File: config.mk
export PLATFORM = sky130hd
export DESIGN_NAME = relay_envelope_deframer_parser_top
export DESIGN_NICKNAME = d
export VERILOG_FILES = /design/src/design/redp_pkg.sv /design/src/design/relay_envelope_deframer_parser_top.sv /design/src/design/redp_front.sv /design/src/design/redp_queue.sv /design/src/design/redp_back.sv
export SDC_FILE = /design/constraint.sdc
export NUM_CORES = 2
export LEC_CHECK = 0
export ABC_CLOCK_PERIOD_IN_PS = 31200
export BUFFER_PORTS_ARGS = -buffer_cell sky130_fd_sc_hd__buf_2
export CELL_PAD_IN_SITES_DETAIL_PLACEMENT = 0
export CELL_PAD_IN_SITES_GLOBAL_PLACEMENT = 1
export CORE_ASPECT_RATIO = 2
export CORE_UTILIZATION = 51
export DETAILED_ROUTE_END_ITERATION = 10
export GPL_ROUTABILITY_DRIVEN = 1
export HOLD_SLACK_MARGIN = 0.08
export PLACE_DENSITY_LB_ADDON = 0.1
export SYNTH_ARGS = -nofsm -noshare
export SYNTH_HDL_FRONTEND = slang
export SYNTH_SLANG_ARGS = --single-unit
File: constraint.sdc
create_clock -name clock -period 31.2 [get_ports clock]
set_input_delay 9.36 -clock clock [delete_from_list [all_inputs] [get_ports clock]]
set_output_delay 9.36 -clock clock [all_outputs]
set_load 0.03 [all_outputs]
File: src/design/redp_pkg.sv
package redp_pkg;

   localparam int HeaderLen = 56;
   localparam int QueueDepthDefault = 4;

   // status codes
   localparam logic [2:0] StOk         = 3'd0;
   localparam logic [2:0] StBadMagic   = 3'd1;
   localparam logic [2:0] StBadVersion = 3'd2;
   localparam logic [2:0] StTruncated  = 3'd3;
   localparam logic [2:0] StOverrun    = 3'd4;

   // deframer phases
   localparam logic [1:0] PhPrefix = 2'd0;
   localparam logic [1:0] PhBody   = 2'd1;

   // register indexes
   localparam int CsrIndexWidth = 2;
   localparam int CsrDataWidth = 32;
   localparam logic [CsrIndexWidth-1:0] CsrLengthPrefixed  = 2'd0;
   localparam logic [CsrIndexWidth-1:0] CsrExpectedMagic   = 2'd1;
   localparam logic [CsrIndexWidth-1:0] CsrExpectedVersion = 2'd2;

   localparam logic        LengthPrefixedReset  = 1'b1;
   localparam logic [31:0] ExpectedMagicReset   = 32'h4C52_4247;
   localparam logic [15:0] ExpectedVersionReset = 16'd1;

   typedef struct packed {
      logic [15:0] msg_type;
      logic [31:0] app_number;
      logic [63:0] source_ident;
      logic [63:0] dest_ident;
      logic [31:0] source_ip;
      logic [15:0] source_port;
      logic [63:0] sess_token;
   } hdr_type;

   // one queue entry: what one accepted byte produces
   typedef struct packed {
      logic        has_pay;
      logic [7:0]  pay_byte;
      logic        has_end;
      logic [2:0]  status;
      hdr_type     hdr;
      logic [31:0] payload_length;
   } cmd_type;

   typedef struct packed {
      logic        frame_end;
      logic [7:0]  payload_byte;
      logic [2:0]  status;
      hdr_type     hdr;
      logic [31:0] payload_length;
   } result_type;

endpackage

File: src/design/relay_envelope_deframer_parser_top.sv
// latency: a result can be transferred in the cycle after the byte that causes it
// throughput: one byte per cycle while req_full is low; a byte with a payload item and a frame end item
//   takes two output transfers, absorbed by the entry queue between parser and output
// reset: synchronous, active high; empties the queue, restarts the deframer at
//   frame start and returns the registers to their default values
module relay_envelope_deframer_parser_top #(
   parameter int QueueDepth = redp_pkg::QueueDepthDefault
) (
   input  logic                                clock,
   input  logic                                reset,
   input  logic                                req_push,
   output logic                                req_full,
   input  logic [7:0]                          req_data,
   input  logic                                req_datagram_end,
   output logic                                rsp_empty,
   input  logic                                rsp_pop,
   output logic                                rsp_frame_end,
   output logic [7:0]                          rsp_payload_byte,
   output logic [2:0]                          rsp_status,
   output logic [15:0]                         rsp_msg_type,
   output logic [31:0]                         rsp_app_number,
   output logic [63:0]                         rsp_source_ident,
   output logic [63:0]                         rsp_dest_ident,
   output logic [31:0]                         rsp_source_ip,
   output logic [15:0]                         rsp_source_port,
   output logic [63:0]                         rsp_sess_token,
   output logic [31:0]                         rsp_payload_length,
   input  logic                                csr_we,
   input  logic [redp_pkg::CsrIndexWidth-1:0]  csr_index,
   input  logic [redp_pkg::CsrDataWidth-1:0]   csr_wdata
);
   import redp_pkg::*;

   logic       accept;
   logic       cmd_valid;
   cmd_type    cmd;
   cmd_type    head;
   logic       q_empty;
   logic       q_pop;
   result_type result;

   assign accept = req_push && !req_full;

   // parser front end
   redp_front u_front (
      .clock(clock),
      .reset(reset),
      .accept(accept),
      .data(req_data),
      .datagram_end(req_datagram_end),
      .csr_we(csr_we),
      .csr_index(csr_index),
      .csr_wdata(csr_wdata),
      .cmd_valid(cmd_valid),
      .cmd(cmd)
   );

   // entry queue
   redp_queue #(.Depth(QueueDepth)) u_queue (
      .clock(clock),
      .reset(reset),
      .push(cmd_valid),
      .push_cmd(cmd),
      .pop(q_pop),
      .full(req_full),
      .empty(q_empty),
      .head(head)
   );

   // output side
   redp_back u_back (
      .clock(clock),
      .reset(reset),
      .head(head),
      .q_empty(q_empty),
      .rsp_pop(rsp_pop),
      .q_pop(q_pop),
      .rsp_empty(rsp_empty),
      .result(result)
   );

   assign rsp_frame_end = result.frame_end;
   assign rsp_payload_byte = result.payload_byte;
   assign rsp_status = result.status;
   assign rsp_msg_type = result.hdr.msg_type;
   assign rsp_app_number = result.hdr.app_number;
   assign rsp_source_ident = result.hdr.source_ident;
   assign rsp_dest_ident = result.hdr.dest_ident;
   assign rsp_source_ip = result.hdr.source_ip;
   assign rsp_source_port = result.hdr.source_port;
   assign rsp_sess_token = result.hdr.sess_token;
   assign rsp_payload_length = result.payload_length;

endmodule

File: src/design/redp_front.sv
module redp_front (
   input  logic                                 clock,
   input  logic                                 reset,
   input  logic                                 accept,
   input  logic [7:0]                           data,
   input  logic                                 datagram_end,
   input  logic                                 csr_we,
   input  logic [redp_pkg::CsrIndexWidth-1:0]   csr_index,
   input  logic [redp_pkg::CsrDataWidth-1:0]    csr_wdata,
   output logic                                 cmd_valid,
   output redp_pkg::cmd_type                    cmd
);
   import redp_pkg::*;

   logic        lp_ff, lp_in;
   logic [31:0] magic_ff, magic_in;
   logic [15:0] version_ff, version_in;
   logic [1:0]  phase_ff, phase_in;
   logic [31:0] pos_ff, pos_in;
   logic [31:0] flen_ff, flen_in;
   logic [31:0] shift_ff, shift_in;
   hdr_type     hdr_ff, hdr_in;
   logic [2:0]  err_ff, err_in;

   logic [1:0]  k;
   logic [5:0]  p6;
   logic [5:0]  off;
   logic        in_hdr;
   logic        end_now;
   logic [31:0] plen;
   logic [31:0] pay_idx;
   logic [31:0] body_cnt;

   // parse one byte and build the queue entry
   always_comb begin
      lp_in = lp_ff;
      magic_in = magic_ff;
      version_in = version_ff;
      phase_in = phase_ff;
      pos_in = pos_ff;
      flen_in = flen_ff;
      shift_in = shift_ff;
      hdr_in = hdr_ff;
      err_in = err_ff;
      cmd = '0;
      k = pos_ff[1:0];
      p6 = pos_ff[5:0];
      off = '0;
      in_hdr = (pos_ff[31:6] == '0) && (p6 < 6'(HeaderLen));
      end_now = 1'b0;
      plen = '0;
      pay_idx = pos_ff - 32'(HeaderLen);
      body_cnt = '0;
      if (accept) begin
         if (lp_ff && phase_ff == PhPrefix) begin
            // length prefix
            flen_in = ((k == 2'd0) ? 32'd0 : flen_ff) | ({24'd0, data} << {k, 3'b000});
            pos_in = {30'd0, k} + 32'd1;
            if (k == 2'd3) begin
               pos_in = '0;
               shift_in = '0;
               hdr_in = '0;
               err_in = StOk;
               phase_in = PhBody;
               if (flen_in == '0) begin
                  cmd.has_end = 1'b1;
                  cmd.status = StTruncated;
                  phase_in = PhPrefix;
               end
            end
         end else begin
            // frame byte
            if (in_hdr) begin
               priority if (p6 < 6'd4) begin
                  if (p6 == 6'd0) shift_in = '0;
                  shift_in[{p6[1:0], 3'b000} +: 8] = data;
                  if (p6 == 6'd3 && err_ff == StOk && shift_in != magic_ff)
                     err_in = StBadMagic;
               end else if (p6 < 6'd6) begin
                  off = p6 - 6'd4;
                  if (p6 == 6'd4) shift_in = '0;
                  shift_in[{off[1:0], 3'b000} +: 8] = data;
                  if (p6 == 6'd5 && err_ff == StOk && shift_in[15:0] != version_ff)
                     err_in = StBadVersion;
               end else if (p6 < 6'd8) begin
                  off = p6 - 6'd6;
                  hdr_in.msg_type[{off[0], 3'b000} +: 8] = data;
               end else if (p6 < 6'd12) begin
                  // flags not kept
               end else if (p6 < 6'd16) begin
                  off = p6 - 6'd12;
                  hdr_in.app_number[{off[1:0], 3'b000} +: 8] = data;
               end else if (p6 < 6'd24) begin
                  off = p6 - 6'd16;
                  hdr_in.source_ident[{off[2:0], 3'b000} +: 8] = data;
               end else if (p6 < 6'd32) begin
                  off = p6 - 6'd24;
                  hdr_in.dest_ident[{off[2:0], 3'b000} +: 8] = data;
               end else if (p6 < 6'd36) begin
                  off = p6 - 6'd32;
                  hdr_in.source_ip[{off[1:0], 3'b000} +: 8] = data;
               end else if (p6 < 6'd38) begin
                  off = p6 - 6'd36;
                  hdr_in.source_port[{off[0], 3'b000} +: 8] = data;
               end else if (p6 < 6'd44) begin
                  // destination endpoint not kept
               end else if (p6 < 6'd52) begin
                  off = p6 - 6'd44;
                  hdr_in.sess_token[{off[2:0], 3'b000} +: 8] = data;
               end else begin
                  off = p6 - 6'd52;
                  if (p6 == 6'd52) shift_in = '0;
                  shift_in[{off[1:0], 3'b000} +: 8] = data;
               end
            end else if (err_ff == StOk && pay_idx < shift_ff) begin
               cmd.has_pay = 1'b1;
               cmd.pay_byte = data;
            end
            pos_in = (&pos_ff) ? pos_ff : pos_ff + 32'd1;

            // frame end check on the updated state
            end_now = lp_ff ? (pos_in == flen_ff) : datagram_end;
            if (end_now) begin
               plen = (pos_in >= 32'd53) ? shift_in : 32'd0;
               body_cnt = pos_in - 32'(HeaderLen);
               cmd.has_end = 1'b1;
               cmd.hdr = hdr_in;
               cmd.payload_length = plen;
               priority if (err_in != StOk) cmd.status = err_in;
               else if (pos_in < 32'(HeaderLen)) cmd.status = StTruncated;
               else if (plen > body_cnt) cmd.status = StOverrun;
               else cmd.status = StOk;
               pos_in = '0;
               shift_in = '0;
               hdr_in = '0;
               err_in = StOk;
               phase_in = PhPrefix;
            end
         end
      end

      // register writes
      if (csr_we) begin
         unique case (csr_index)
            CsrLengthPrefixed: begin
               lp_in = csr_wdata[0];
               phase_in = PhPrefix;
               flen_in = '0;
               pos_in = '0;
               shift_in = '0;
               hdr_in = '0;
               err_in = StOk;
            end
            CsrExpectedMagic: magic_in = csr_wdata[31:0];
            CsrExpectedVersion: version_in = csr_wdata[15:0];
            default: begin
            end
         endcase
      end
      cmd_valid = accept && (cmd.has_pay || cmd.has_end);
   end

   // state registers
   always_ff @(posedge clock) begin
      if (reset) begin
         lp_ff <= LengthPrefixedReset;
         magic_ff <= ExpectedMagicReset;
         version_ff <= ExpectedVersionReset;
         phase_ff <= PhPrefix;
         pos_ff <= '0;
         flen_ff <= '0;
         shift_ff <= '0;
         hdr_ff <= '0;
         err_ff <= StOk;
      end else begin
         lp_ff <= lp_in;
         magic_ff <= magic_in;
         version_ff <= version_in;
         phase_ff <= phase_in;
         pos_ff <= pos_in;
         flen_ff <= flen_in;
         shift_ff <= shift_in;
         hdr_ff <= hdr_in;
         err_ff <= err_in;
      end
   end

endmodule

File: src/design/redp_queue.sv
module redp_queue #(
   parameter int Depth = redp_pkg::QueueDepthDefault
) (
   input  logic              clock,
   input  logic              reset,
   input  logic              push,
   input  redp_pkg::cmd_type push_cmd,
   input  logic              pop,
   output logic              full,
   output logic              empty,
   output redp_pkg::cmd_type head
);
   import redp_pkg::*;

   localparam int PtrWidth = (Depth > 1) ? $clog2(Depth) : 1;
   localparam int CntWidth = $clog2(Depth + 1);

   cmd_type mem [Depth];
   logic [PtrWidth-1:0] wr_ff, wr_in;
   logic [PtrWidth-1:0] rd_ff, rd_in;
   logic [CntWidth-1:0] cnt_ff, cnt_in;
   logic do_push, do_pop;

   assign full = (cnt_ff == CntWidth'(Depth));
   assign empty = (cnt_ff == '0);
   assign head = mem[rd_ff];
   assign do_push = push && !full;
   assign do_pop = pop && !empty;

   // pointer and fill count
   always_comb begin
      wr_in = wr_ff;
      rd_in = rd_ff;
      cnt_in = cnt_ff;
      if (do_push) wr_in = (wr_ff == PtrWidth'(Depth - 1)) ? '0 : wr_ff + PtrWidth'(1);
      if (do_pop) rd_in = (rd_ff == PtrWidth'(Depth - 1)) ? '0 : rd_ff + PtrWidth'(1);
      if (do_push && !do_pop) cnt_in = cnt_ff + CntWidth'(1);
      else if (do_pop && !do_push) cnt_in = cnt_ff - CntWidth'(1);
   end

   always_ff @(posedge clock) begin
      if (reset) begin
         wr_ff <= '0;
         rd_ff <= '0;
         cnt_ff <= '0;
      end else begin
         wr_ff <= wr_in;
         rd_ff <= rd_in;
         cnt_ff <= cnt_in;
      end
   end

   // entry storage
   always_ff @(posedge clock) begin
      if (do_push) mem[wr_ff] <= push_cmd;
   end

endmodule

File: src/design/redp_back.sv
module redp_back (
   input  logic                 clock,
   input  logic                 reset,
   input  redp_pkg::cmd_type    head,
   input  logic                 q_empty,
   input  logic                 rsp_pop,
   output logic                 q_pop,
   output logic                 rsp_empty,
   output redp_pkg::result_type result
);
   import redp_pkg::*;

   // set once the payload byte of a head entry that also ends a frame has been transferred
   logic sub_ff, sub_in;
   logic show_pay;

   assign rsp_empty = q_empty;
   assign show_pay = head.has_pay && !sub_ff;

   // expand one entry into its result items
   always_comb begin
      result = '0;
      if (show_pay) begin
         result.payload_byte = head.pay_byte;
      end else begin
         result.frame_end = 1'b1;
         result.status = head.status;
         result.hdr = head.hdr;
         result.payload_length = head.payload_length;
      end
      q_pop = 1'b0;
      sub_in = sub_ff;
      if (rsp_pop && !q_empty) begin
         if (show_pay && head.has_end) begin
            sub_in = 1'b1;
         end else begin
            q_pop = 1'b1;
            sub_in = 1'b0;
         end
      end
   end

   always_ff @(posedge clock) begin
      if (reset) begin
         sub_ff <= 1'b0;
      end else begin
         sub_ff <= sub_in;
      end
   end

endmodule

==> metrics.csv <==
stage,metric,value,unit
logic_synthesis,Mean Syn Cell Area,13.3,sq um
timing,min Tclk post-route,15.38,ns
power,Peak VDD IR,0.0637,mV
logic_synthesis,Cells after Synth,5961,
routing,drt pass-1 iters,6,
logic_synthesis,Yosys top cell by area,edfxtp_1,
clocking,hold_buf cts,0,
logic_synthesis,top-count cell post-synth,edfxtp_1,
critical_path,slowest CP cell,buf_4,
timing,Final Hold Vio Count,0,
global_route,largest net degree at the start of global routing,139,
timing,max-slew violation count,0,
floorplanning,Die H,559,microns
critical_path,crit-path most repeated cell,buf_4,
critical_path,WP data arrival,15.81,ns
timing,Setup Skew,0.0769,ns
clocking,Setup Buffers After CTS,0,
routing,DRT antenna net count,0,
clocking,Max clock buf depth,4,
critical_path,crit end category,register,
routing,routed via count,53268,
global_route,first-pass GRT wire length,389000,microns
routing,number of vias per cell,6.31,
logic_synthesis,number of flops mapped to enable cells by yosys,1332,
critical_path,crit-path cells,"buf_2, buf_4, or3_1, a21oi_1, a21oi_1, or4_1, a21o_1, nor2_1, a311oi_2, buf_4, nor2b_4, buf_4, buf_4, buf_4, buf_4, buf_4",
timing,Least-Margin Pin Slew,1.37,ns
logic_synthesis,ys flop type,edfxtp_1,
place,GP Congestion,1.04,
global_route,Overflow after GRT,0,
logic_synthesis,fraction of registers with async set/reset,0,%
clocking,CTS Root Cell,clkbuf_16,
clocking,CTS tree,done,
floorplanning,Placeable Area,154000,sq um
clocking,Max H-tree Level,4,
outcome,outcome,"complete, no violations",
timing,Slew HR,8.95,%
cells_and_area,NumNets Final,6379,
floorplanning,Initial Util,51.3,%
critical_path,CP Data Required Time,31.63,ns
timing,RSZ-0062 raised after global routing,false,
critical_path,max incr delay on CP,0.74,ns
global_route,number of global-route vias before repair,52732,
place,post-DP HPWL,194000,microns
timing,fmax,65.0,MHz
cells_and_area,Filler cells,12739,
critical_path,WS Path Type,in -> reg,
routing,per-cell routed wire length,32.9,microns
timing,hold slack,0.461,ns
critical_path,RR Startpoint,u_front.pos_ff[3]$_SDFF_PP0_,
logic_synthesis,Mapped Area,79000,sq um
place,Buffers on Ports,381,
floorplanning,die area,157000,sq um
logic_synthesis,Synth cell types,96,
cells_and_area,P&R area growth vs syn,11.8,%
power,Power Total,5.90,mW
logic_synthesis,synth cell count leaders,"1332 x edfxtp_1, 568 x nand2_1, 477 x nor2_1",
logic_synthesis,post-synth net total,6088,
critical_path,Crit Path Max Fanout,63,
clocking,clk slew on worst S/H paths,0.07,ns
power,leakage,28.2,nW
power,PD cells,66.8,nW/um^2
timing,Final setup viols,0,
job,max_cap viols,0,
floorplanning,DIE WIDTH,280,microns
critical_path,Startpoint Class,input pin,
critical_path,critical path startpoint,req_data[2],
clocking,total CTS buffers,160,
timing,TNS Setup,0,ns
hold_path,worst hold path class,reg -> reg,
routing,# DRC,0,
global_route,initial antenna violation count,14,
logic_synthesis,Synth area leaders,"edfxtp_1 51%, dfxtp_1 11%, mux4_2 9.5%",
floorplanning,num rows,204,
hold_path,HP Start,u_front.phase_ff[1]$_SDFF_PP0_,
clocking,clock sink total,1780,
routing,final WL,277000,microns
logic_synthesis,Synth Register Bits,1780,
critical_path,worst path buffer plus inverter count,8,
critical_path,Crit path max-delay family,buffers and inverters,
clocking,post-CTS sizing,0,
clocking,clock latency on the worst-skew pair,0.82,ns
logic_synthesis,synth warn,0,
logic_synthesis,Yosys top cell area share,50.6,%
routing,drt initial violations,4507,
logic_synthesis,sequential fraction of the synthesis area,62.0,%
global_route,overall global routing resource usage,35.4,%
cells_and_area,share of cells above drive strength 1,20.4,%
timing,Final period util,49.3,%
floorplanning,IO Count,382,
## worst paths after layout
path,endpoint,cells after the start,slack (ns)
setup / recovery,u_queue.mem[3][246]$_DFFE_PP_,16,15.82
hold / removal,u_front.phase_ff[1]$_SDFF_PP0_,2,0.46
setup reg to reg,u_queue.mem[3][246]$_DFFE_PP_,16,21.58
hold reg to reg,u_front.phase_ff[1]$_SDFF_PP0_,2,0.46
## state kept, by name, indices dropped and copies added, names as in the netlist, 16 cells and up, named ones only
signal              count
u_front.shift_ff       32
u_front.hdr_ff        288
u_queue.mem          1332
u_front.version_ff     16
u_front.pos_ff         32
u_front.flen_ff        32
u_front.magic_ff       32
## layer usage
metal / GRT usage, % / wire, microns / part of all wire, % / up-vias
li1: - / - / - / 23232
met1: 37.7 / 93700 / 34 / 26975
met2: 61.3 / 141000 / 51 / 2213
met3: 5.93 / 15500 / 5.6 / 840
met4: 29.3 / 27100 / 9.8 / 8
met5: 0 / 51 / 0.018 / -
## logic make-up (layout without fill, tap and decap cells)
| logic type | count (synthesis) | count (layout) | synth area share, % |
|---|---|---|---|
| AND/OR/NAND/NOR | 1938 | 1938 | 12.2 |
| flip-flops | 1780 | 1780 | 62.0 |
| AO/OA/AOI/OAI | 1196 | 1196 | 10.6 |
| buffers and inverters | 474 | 885 | 2.63 |
| multiplexers | 379 | 379 | 10.1 |
| XOR/XNOR | 115 | 115 | 1.29 |
| adder cells (fa/ha/maj) | 79 | 79 | 1.26 |
| other | 0 | 7 | 0 |
## tightest hold or removal path: cells and delay by family (launching register included)
kind	cells	cell delay, ns
simple gates	2	0.09
flops	1	0.33
## power breakdown
group / internal, mW / total [mW] / switching [mW]
logic: 0.426 / 1.34 / 0.914
clock network: 1.10 / 1.98 / 0.879
registers: 2.54 / 2.57 / 0.0300
total: 4.07 / 5.90 / 1.82
## stage by stage
step           std cells  setup slack, ns  area (sq um)  utilization [%]
4_1_cts             8431            15.76         88300             57.2
5_1_grt             8434            15.55         88300             57.3
6_report            8439            15.82         88300             57.3
3_3_place_gp        8149            14.87         83100             53.9
3_5_place_dp        8149            14.94         83100             53.9
2_1_floorplan       5961             4.60         79000                -
## cell usage in the layout (no fill, tap or decap), drive strengths merged, types with 45 or more instances in the layout
cell type / instances
nor4: 50
nand4: 51
o21ai: 169
nand2: 570
nor3: 100
clkinv: 51
a21oi: 432
nor2b: 348
xor2: 45
mux4: 333
o22ai: 45
ha: 78
inv: 73
nor2: 477
edfxtp: 1332
dfxtp: 448
o2bb2ai: 102
buf: 533
nand3: 99
a22o: 156
xnor2: 69
and3: 53
clkbuf: 206
## final cells by class
| class | count | area (sq um) | area share [%] |
|---|---|---|---|
| Antenna cell | 7 | 17.5 | 0.0198 |
| Inverter | 69 | 259 | 0.293 |
| Sequential cell | 1780 | 49000 | 55.5 |
| Tap cell | 2060 | 2580 | 2.92 |
| Multi-Input combinational cell | 3707 | 28200 | 31.9 |
| Clock buffer | 205 | 4370 | 4.95 |
| Timing Repair Buffer | 534 | 3120 | 3.54 |
| Clock inverter | 77 | 796 | 0.901 |
No activity file was read; power rests on OpenSTA's default activity.
